===== src/design/rrps_pkg.sv =====
// ----------------------------------------------------------------------------
// rrps_pkg
// Shared types and constants of the raster row power run segmenter.
// ----------------------------------------------------------------------------
package rrps_pkg;

    // Row geometry.
    localparam int MAX_ROW_PIXELS = 1024;
    localparam int COL_W          = $clog2(MAX_ROW_PIXELS);
    localparam int CNT_W          = 11;
    localparam int PWR_W          = 8;
    localparam int CFG_IDX_W      = 3;

    // Column marker that means no active column yet.
    localparam logic [CNT_W-1:0] ROW_NONE = CNT_W'(MAX_ROW_PIXELS);

    // Configuration register indexes.
    localparam logic [CFG_IDX_W-1:0] CFG_PWR_FLOOR   = 3'd0;
    localparam logic [CFG_IDX_W-1:0] CFG_PWR_FULL    = 3'd1;
    localparam logic [CFG_IDX_W-1:0] CFG_BINARY_MODE = 3'd2;
    localparam logic [CFG_IDX_W-1:0] CFG_SERPENTINE  = 3'd3;
    localparam logic [CFG_IDX_W-1:0] CFG_THRESHOLD   = 3'd4;

    // Request commands and result kinds.
    localparam logic CMD_LOAD     = 1'b0;
    localparam logic CMD_FETCH    = 1'b1;
    localparam logic KIND_SUMMARY = 1'b0;
    localparam logic KIND_SEGMENT = 1'b1;

    // Configuration register file.
    typedef struct packed {
        logic [PWR_W-1:0] pwr_floor;
        logic [PWR_W-1:0] pwr_full;
        logic             binary_mode;
        logic             serpentine_mode;
        logic [PWR_W-1:0] visible_threshold;
    } t_cfg;

    // One result item.
    typedef struct packed {
        logic             kind;
        logic             row_empty;
        logic             reverse_dir;
        logic [CNT_W-1:0] start_column;
        logic [CNT_W-1:0] span_pixels;
        logic [PWR_W-1:0] run_power;
        logic             final_segment;
        logic             fault;
    } t_rsp;

endpackage


===== src/design/rrps_power_map.sv =====
// ----------------------------------------------------------------------------
// rrps_power_map
// Two-step pixel to laser power mapping: registered multiply, then the
// divide by 255, offset, binary override and visibility threshold.
// ----------------------------------------------------------------------------
module rrps_power_map (
    input  logic                       i_clk,
    input  logic                       i_en,
    input  logic [rrps_pkg::PWR_W-1:0] i_pixel,
    input  rrps_pkg::t_cfg             i_cfg,
    output logic [rrps_pkg::PWR_W-1:0] o_power
);

    logic [rrps_pkg::PWR_W-1:0]   w_lo;
    logic [rrps_pkg::PWR_W-1:0]   w_hi;
    logic [rrps_pkg::PWR_W-1:0]   w_diff;

    logic [2*rrps_pkg::PWR_W-1:0] r_prod;
    logic [rrps_pkg::PWR_W-1:0]   r_lo;
    logic [rrps_pkg::PWR_W-1:0]   r_max;
    logic [rrps_pkg::PWR_W-1:0]   r_thr;
    logic                         r_zero;
    logic                         r_bin;

    logic [2*rrps_pkg::PWR_W:0]   w_q_sum;
    logic [rrps_pkg::PWR_W-1:0]   w_quot;
    logic [rrps_pkg::PWR_W:0]     w_grey;

    // Order the power limits so that the span is never negative.
    assign w_lo   = (i_cfg.pwr_floor < i_cfg.pwr_full) ? i_cfg.pwr_floor : i_cfg.pwr_full;
    assign w_hi   = (i_cfg.pwr_floor < i_cfg.pwr_full) ? i_cfg.pwr_full : i_cfg.pwr_floor;
    assign w_diff = w_hi - w_lo;

    // First step: the product and the mode bits are registered.
    always_ff @(posedge i_clk) begin
        if (i_en) begin
            r_prod <= {{rrps_pkg::PWR_W{1'b0}}, i_pixel} * {{rrps_pkg::PWR_W{1'b0}}, w_diff};
            r_lo   <= w_lo;
            r_max  <= i_cfg.pwr_full;
            r_thr  <= i_cfg.visible_threshold;
            r_zero <= (i_pixel == '0) || (i_cfg.pwr_full == '0);
            r_bin  <= i_cfg.binary_mode;
        end
    end

    // Exact floor(x / 255) for any product of two 8-bit values: (x + 1 + (x >> 8)) >> 8.
    assign w_q_sum = {1'b0, r_prod} + (2*rrps_pkg::PWR_W+1)'(1)
                   + {{(rrps_pkg::PWR_W+1){1'b0}}, r_prod[2*rrps_pkg::PWR_W-1 -: rrps_pkg::PWR_W]};
    assign w_quot  = w_q_sum[2*rrps_pkg::PWR_W-1 -: rrps_pkg::PWR_W];
    assign w_grey  = {1'b0, r_lo} + {1'b0, w_quot};

    // Second step: overrides and the visibility threshold.
    always_comb begin
        if (r_zero) begin
            o_power = '0;
        end else if (r_bin) begin
            o_power = r_max;
        end else if (w_grey < {1'b0, r_thr}) begin
            o_power = '0;
        end else begin
            o_power = w_grey[rrps_pkg::PWR_W-1:0];
        end
    end

endmodule


===== config.mk =====
export PLATFORM = sky130hd
export DESIGN_NAME = rrps_power_map
export DESIGN_NICKNAME = d
export VERILOG_FILES = /design/src/design/rrps_pkg.sv /design/src/design/rrps_power_map.sv
export SDC_FILE = /design/constraint.sdc
export NUM_CORES = 1
export LEC_CHECK = 0
export ABC_AREA = 1
export BUFFER_PORTS_ARGS = -buffer_cell sky130_fd_sc_hd__buf_2
export CORE_ASPECT_RATIO = 1.25
export CORE_MARGIN = 2
export CORE_UTILIZATION = 30
export CTS_BUF_LIST = sky130_fd_sc_hd__clkbuf_16
export CTS_CLUSTER_SIZE = 16
export DETAILED_ROUTE_END_ITERATION = 10
export GPL_ROUTABILITY_DRIVEN = 0
export PLACE_DENSITY = 0.47
export SLEW_MARGIN = 20
export SYNTH_ARGS = -nofsm -noshare
export SYNTH_HDL_FRONTEND = slang
export SYNTH_SLANG_ARGS = --single-unit

===== constraint.sdc =====
create_clock -name i_clk -period 10 [get_ports i_clk]
set_clock_uncertainty 0.1 [all_clocks]
set_input_delay 2 -clock i_clk [delete_from_list [all_inputs] [get_ports i_clk]]
set_output_delay 2 -clock i_clk [all_outputs]
set_load 0.01 [all_outputs]

==> results of run 1 <==
[routing by layer]
metal | wire [um] | track usage | vias up | part of all wire
met4 | 377 | 0.0506 | 0 | 0.033
met5 | 0 | 0 | - | 0
met1 | 4950 | 0.167 | 1843 | 0.43
met3 | 344 | 0.0151 | 23 | 0.030
li1 | - | - | 1965 | -
met2 | 5710 | 0.249 | 80 | 0.50
[worst max-delay path, delay by kind of cell]
kind / cells / cell delay (ns)
compound gates: 6 / 1.23
fa+ha+maj: 7 / 2.91
buf+inv: 4 / 0.29
simple gates: 11 / 1.15
xor+xnor: 2 / 0.59
[cell usage in the layout, fill, tap and decap left out, types with 6 or more instances in the layout]
master,n
ha_1,67
xor2_1,16
nand4_1,14
nor2_1,66
nand3_1,35
o21ai_0,12
edfxtp_1,42
nand2_1,88
a21oi_1,34
fa_1,37
xnor2_1,6
nand2_2,11
buf_2,42
inv_1,126
[worst paths after layout]
| path | from | endpoint | slack [ns] | cells past startpoint |
|---|---|---|---|---|
| hold / removal | i_cfg[2] | r_thr[2] | 1.79 | 1 |
| setup / recovery | i_cfg[16] | r_prod[13] | 1.74 | 30 |
[stage by stage]
step,instance area (um^2),utilization
after global placement,5380,0.334
final,5530,0.343
after CTS,5530,0.343
after global routing,5530,0.343
after detailed placement,5380,0.334
after floorplan,4910,-
[cell type report]
type,instances,area (um^2),area share
Multi-Input combinational cell,412,3150,0.570
Sequential cell,42,1260,0.228
Inverter,128,480,0.0869
Tap cell,216,270,0.0489
Timing Repair Buffer,43,218,0.0394
Clock buffer,5,125,0.0226
Clock inverter,3,21.3,0.00385
[kinds of logic after synthesis]
group                      after synthesis
DFF                                     42
adders and majority gates              104
buffers and inverters                  132
and+or+nand+nor                        226
xor gates and xnor gates                24
AOI/OAI and AO/OA                       58
[synth_stat cells (2+ instances only)]
cell type,count
nand2_1,88
o21ai_0,12
nand3_1,35
nand4_1,14
inv_1,126
or2_2,5
a21oi_1,34
fa_1,37
nor2_4,2
clkbuf_1,3
ha_1,67
edfxtp_1,42
inv_2,2
xnor2_1,6
nor2_1,66
o211ai_1,2
xor2_1,16
nand2_2,11
[report_power, final]
group	switching (mW)	internal [mW]	total [mW]
clock network	0.0660	0.0923	0.158
logic	0.832	0.553	1.38
registers	0.0277	0.293	0.321
total	0.925	0.939	1.86
[state kept, by name (all words and copies together), names as in the netlist]
signal  flops
r_lo        8
r_max       8
r_bin       1
r_prod     16
r_thr       8
r_zero      1
==> metrics, run 1 <==
DIE AREA=0.0174 mm^2; DRT antenna net count=0; post-cts resize count=0; Cell Area, Synth=0.00491 mm^2; number of synthesized register bits=42; Post-Syn Area per Cell=8.38 um^2; Async SR Flop Fraction=0; Worst setup SP type=primary input; total global routing track utilization=0.137; clk buf depth=2; worst hold-check path type=in -> reg; CTS clk-pin slew, worst paths=0.06 ns; number of remaining DRC errors=0; first-pass iteration count of the detailed router=4; CTS tree=built; total gr overflow=0; largest net degree at the start of global routing=43; number of DRC markers in iteration 0=189; Achievable Freq=121 MHz; Post-DP HPWL=9800 um; pwr/cell area=337 mW/mm^2; worst hold margin=1.79 ns; Leak=2.90 nW; initial antenna violation count=0; number of flops mapped to enable cells by yosys=42; IO buf count=42; antenna cells=0; total number of vias=3911; setup violators final=0; layout cells sized above 1=0.125; nets@finish=772; Netlist cell types=36; Worst-Margin Slew=0.959 ns; worst endpoint required time=9.93 ns; Clock H-tree levels=2; critical path arrival=8.19 ns; worst-path fanout max=8; post-synthesis adder-cell area fraction=0.322; Num CTS Buffers=5; total wire length=11400 um; final worst-path cycle share=0.826; CTS Root Cell=clkbuf_16; die width=118 um; Initial Utilization=0.304; yosys warns=0; status=finished clean; mux cell area share after synthesis=0; first-pass GRT wire length=19400 um; CP max stage cell=fa_1; largest family of logic cells by synthesized area=adder cells; Synth area leaders=edfxtp_1 (26%), ha_1 (17%), fa_1 (15%), inv_1 (9.6%), nand2_1 (6.7%); final hold violation count=0; wire per inst=13.4 um; CP max stage delay=0.55 ns; Overall Power=1.86 mW; crit-path most repeated cell=nand2_1; clock sink count=42; Hold Buf Count CTS=0; Placed Instances=841; IO Pins=44; Site Rows=52; Synth Area in XOR/XNOR=0.0459; Syn-to-layout area delta=12.6%; Tmin final=8.26 ns; setup TNS=0 ns; Syn Inst Count=586; unrepaired setup endpoints after global routing=false; post-synthesis sequential area ratio=0.257; Core ar.=0.0161 mm^2; Crit Path Category=in -> reg; Top FF cell, synth=edfxtp_1; Fill cells=1739; Die Ht=147 um; count of pins over their slew limit=0; Peak VDD IR=0.000153 V; post-CTS setup buffer count=0; syn nets=726; Synth top area share=0.257; dpl ws=1.47 ns; CP endpoint kind=flip-flop; vias in the first global route=4089; Simple-Gate Fraction of Synth Area=0.207; Final WS setup=1.74 ns; slew margin rel.=0.361; final cell count without fillers=849; Vias per Instance=4.61; Compound-Gate Fraction of Synth Area=0.0678; max cap viols=0; Synth area leader=edfxtp_1
Note: power is estimated with default switching activity, not from simulation.
==> run 2, diff against run 1 <==
--- a/config.mk
+++ b/config.mk
@@ -14,7 +14,7 @@
 export CTS_CLUSTER_SIZE = 16
 export DETAILED_ROUTE_END_ITERATION = 10
 export GPL_ROUTABILITY_DRIVEN = 0
-export PLACE_DENSITY = 0.47
+export PLACE_DENSITY = 0.49
 export SLEW_MARGIN = 20
 export SYNTH_ARGS = -nofsm -noshare
 export SYNTH_HDL_FRONTEND = slang
==> constraint.sdc (replaced) <==
create_clock -name i_clk -period 7.55 [get_ports i_clk]
set_clock_uncertainty 0.1 [all_clocks]
set_input_delay 1.51 -clock i_clk [delete_from_list [all_inputs] [get_ports i_clk]]
set_output_delay 1.51 -clock i_clk [all_outputs]
set_load 0.01 [all_outputs]
==> metrics, run 2 (synthesis gave the netlist of run 1 again) <==
status=finished clean; worst hold margin=1.30 ns (-0.491 ns); IO Pins=44 (unchanged); total number of vias=3965 (+1.4%); Leak=3.02 nW (+4.2%); CP max stage cell=fa_1; critical path arrival=7.12 ns (-1.07 ns); IO buf count=42 (unchanged); Clock H-tree levels=2 (unchanged); CTS clk-pin slew, worst paths=0.06 ns (about the same); hold_sp=i_cfg[9]; count of pins over their slew limit=0 (unchanged); Worst-Margin Slew=0.975 ns (+0.0161 ns); clock sink count=42 (unchanged); worst hold-check path type=in -> reg; largest register by flop count=r_prod; worst-path fanout max=6 (-2); total wire length=11600 um (+1.5%); DIE AREA=0.0174 mm^2 (unchanged); antenna cells=0 (unchanged); total gr overflow=0 (unchanged); unrepaired setup endpoints after global routing=false; DRT antenna net count=0 (unchanged); dpl ws=0.00247 ns (-1.47 ns); clk buf depth=2 (unchanged); largest net degree at the start of global routing=43 (unchanged); number of flip-flops in the largest register=16 (unchanged); Overall Power=2.67 mW (+43%); setup violators final=0 (unchanged); CTS tree=built; die width=118 um (unchanged); most frequent cells in the layout=inv_1 (126), nand2_1 (88), ha_1 (67); Tmin final=7.19 ns; Final WS setup=0.361 ns (-1.38 ns); Initial Utilization=0.304 (unchanged); Worst setup SP type=primary input; final worst-path cycle share=0.952; fin util=0.354 (+0.0116); Site Rows=52 (unchanged); slew margin rel.=0.350 (-0.0107); number of DRC markers in iteration 0=185 (-2.1%); first-pass iteration count of the detailed router=4 (unchanged); Hold EP=r_bin; hold path depth=1 (unchanged); Core ar.=0.0161 mm^2 (unchanged); Achievable Freq=139 MHz; most common cell after layout, fill and taps aside=inv_1; Crit Path Category=in -> reg; Vias per Instance=4.54 (-1.5%); post-CTS setup buffer count=0 (unchanged); Syn-to-layout area delta=16.4%; Num CTS Buffers=5 (unchanged); CTS Root Cell=clkbuf_16; worst endpoint required time=7.48 ns (-2.45 ns); vias in the first global route=4150 (+1.5%); CP endpoint kind=flip-flop; final hold violation count=0 (unchanged); nets@finish=797 (+3.2%); number of remaining DRC errors=0 (unchanged); CP max stage delay=0.56 ns (about the same); first-pass GRT wire length=19500 um (+0.22%); setup TNS=0 ns (unchanged); total global routing track utilization=0.139 (+0.00168); wire per inst=13.2 um (-1.4%); max cap viols=0 (unchanged); Post-DP HPWL=9930 um (+1.3%); Peak VDD IR=0.000213 V (+39%); Die Ht=147 um (unchanged); layout cells sized above 1=0.158 (+0.0333); initial antenna violation count=0 (unchanged); pwr/cell area=467 mW/mm^2 (+39%)
run 2: worst max-delay path by stage:
stage,from,to,cells after the start
after global placement,i_cfg[17],r_prod[14],30
after floorplan,i_cfg[17],r_prod[13],27
after CTS,i_cfg[17],r_prod[13],30
after global routing,i_cfg[17],r_prod[14],30
after detailed placement,i_cfg[17],r_prod[13],30
final,i_cfg[17],r_prod[14],30
run 2: layout make-up:
cell class | instances | area, um^2
fill | 1762 | 10400
multi-input combinational | 412 | 3150
sequential | 42 | 1260
inverter | 128 | 480
timing repair buffer | 68 | 405
tap | 216 | 270
clock buffer | 5 | 125
clock inverter | 3 | 21.3
run 2: through the flow:
step	cell area, um^2	std cells
after CTS	5720	874
after global routing	5720	874
after detailed placement	5570	866
final	5720	874
after floorplan	4910	586
after global placement	5570	866
run 2: report_power, final:
part / switching (mW) / internal (mW)
clock network: 0.0883 / 0.122
logic: 1.14 / 0.892
registers: 0.0374 / 0.388
total: 1.27 / 1.40
run 2: layer usage:
layer	share of wire	wire length, um	global-route usage	vias to the layer above
met1	0.44	5130	0.170	1893
met4	0.012	141	0.0357	0
met2	0.52	6020	0.257	45
met5	0	0	0	-
met3	0.023	268	0.0175	9
li1	-	-	-	2018
run 2: timing repair:
action | 4_1_cts | 5_1_grt
gates resized for setup | 0 | 1
hold buffers | 0 | 0
setup endpoints to repair | 0 | 1
run 2: critical path: cells and delay by family:
kind                     cells  cell delay (ns)
XOR/XNOR                     2             0.25
AND/OR/NAND/NOR             10             1.08
buffers and inverters        7             0.61
adder cells (fa/ha/maj)      7             2.91
AO/OA/AOI/OAI                4             0.77
==> run 3, diff against run 2 <==
--- a/config.mk
+++ b/config.mk
@@ -9,12 +9,13 @@
 export BUFFER_PORTS_ARGS = -buffer_cell sky130_fd_sc_hd__buf_2
 export CORE_ASPECT_RATIO = 1.25
 export CORE_MARGIN = 2
-export CORE_UTILIZATION = 30
+export CORE_UTILIZATION = 28
 export CTS_BUF_LIST = sky130_fd_sc_hd__clkbuf_16
 export CTS_CLUSTER_SIZE = 16
 export DETAILED_ROUTE_END_ITERATION = 10
 export GPL_ROUTABILITY_DRIVEN = 0
-export PLACE_DENSITY = 0.49
+export HOLD_SLACK_MARGIN = 0.1
+export PLACE_DENSITY = 0.46
 export SLEW_MARGIN = 20
 export SYNTH_ARGS = -nofsm -noshare
 export SYNTH_HDL_FRONTEND = slang
==> metrics, run 3 (synthesis gave the netlist of run 1 again) <==
number of flip-flops in the largest register=16 (unchanged); Initial Utilization=0.284 (-0.0204); Core ar.=0.0173 mm^2 (+7.2%); final hold violation count=0 (unchanged); CTS clk-pin slew, worst paths=0.06 ns (about the same); Die Ht=152 um (+3.4%); Fill cells=1877 (+6.5%); worst endpoint required time=7.48 ns (about the same); total wire length=12000 um (+3.6%); Post-DP Area=0.00560 mm^2 (+0.58%); CP max stage delay=0.55 ns (about the same); DIE AREA=0.0186 mm^2 (+6.9%); Tmin final=7.13 ns (-0.0593 ns); Worst setup SP type=primary input; Placed Instances=877 (+1.3%); vias in the first global route=4183 (+0.80%); die width=122 um (+3.4%); first-pass GRT wire length=19700 um (+1.4%); Crit Path Category=in -> reg; largest register by flop count=r_prod; max cap viols=0 (unchanged); critical path arrival=7.06 ns (-0.06 ns); slew margin rel.=0.350 (+0.000403); largest net degree at the start of global routing=43 (unchanged); crit-path most repeated cell=inv_1; finished layout cell area=0.00577 mm^2 (+0.92%); post-CTS setup buffer count=0 (unchanged); CTS tree=built; final cell count without fillers=885 (+1.3%); total global routing track utilization=0.133 (-0.00608); unrepaired setup endpoints after global routing=false; number of remaining DRC errors=0 (unchanged); initial antenna violation count=0 (unchanged); pwr/cell area=473 mW/mm^2 (+1.2%); clock sink count=42 (unchanged); CP endpoint kind=flip-flop; clk buf depth=2 (unchanged); Leak=3.05 nW (+0.87%); Buffers & Inverters on Critical Path=7 (unchanged); Syn-to-layout area delta=17.5%; most common cell after layout, fill and taps aside=inv_1; worst-path fanout max=6 (unchanged); total number of vias=3923 (-1.1%); first-pass iteration count of the detailed router=4 (unchanged); Worst-Margin Slew=0.974 ns (-0.000604 ns); top cell family by delay on the critical path=adder cells; Vias per Instance=4.43 (-2.3%); IO Pins=44 (unchanged); wire per inst=13.5 um (+2.3%); worst hold-check path type=in -> reg; setup violators final=0 (unchanged); Peak VDD IR=0.000234 V (+10%); CP max stage cell=fa_1; count of pins over their slew limit=0 (unchanged); IO buf count=42 (unchanged); layout cells sized above 1=0.160 (+0.00231); DRT antenna net count=0 (unchanged); Num CTS Buffers=5 (unchanged); antenna cells=0 (unchanged); CTS Root Cell=clkbuf_16; number of DRC markers in iteration 0=110 (-41%); nets@finish=800 (+0.38%); Achievable Freq=140 MHz (+0.83%); total gr overflow=0 (unchanged); status=finished clean; final worst-path cycle share=0.944 (-0.00785); setup TNS=0 ns (unchanged); Post-DP HPWL=10300 um (+3.6%); fin util=0.334 (-0.0207); Clock H-tree levels=2 (unchanged); Site Rows=54 (+3.8%); most frequent cells in the layout=inv_1 (127), nand2_1 (88), ha_1 (67)
run 3: area by class of cell:
class / count / area [um^2] / share of cell area
multi-input cells: 412 / 3150 / 0.547
flip-flops and latches: 42 / 1260 / 0.219
inverters: 128 / 480 / 0.0833
repair buffers: 71 / 428 / 0.0742
well taps: 224 / 280 / 0.0486
clock buffers: 5 / 125 / 0.0217
clock inverters: 3 / 41.3 / 0.00716
run 3: metrics by stage:
step	power, mW	hold slack (ns)	setup slack, ns
floorplan	1.83	1.51	0.324
global placement	2.49	1.59	0.0862
detailed placement	2.51	1.59	0.0216
CTS	2.77	1.29	0.300
global route	3.07	1.29	0.000170
finish	2.73	1.30	0.421
run 3: routing by layer:
| layer | global-route usage | routed length, um |
|---|---|---|
| met1 | 0.160 | 5220 |
| met2 | 0.249 | 6300 |
| met3 | 0.0135 | 340 |
| met4 | 0.0301 | 113 |
| met5 | 0 | 0 |
run 3: what timing repair did:
action,in CTS,in global routing
endpoints found under the setup margin,0,3
gates resized for setup,0,1
hold buffers,0,0
run 3: worst paths after layout:
path | from | to | slack [ns] | cells past startpoint
max | i_cfg[17] | r_prod[14] | 0.42 | 28
min | i_cfg[6] | r_thr[6] | 1.30 | 1
run 3: where the power goes:
part | leakage (nW) | internal, mW | switching (mW)
Clock | 0.0812 | 0.155 | 0.0892
Sequential | 0.410 | 0.389 | 0.0397
Combinational | 2.56 | 0.907 | 1.15
Total | 3.05 | 1.45 | 1.28
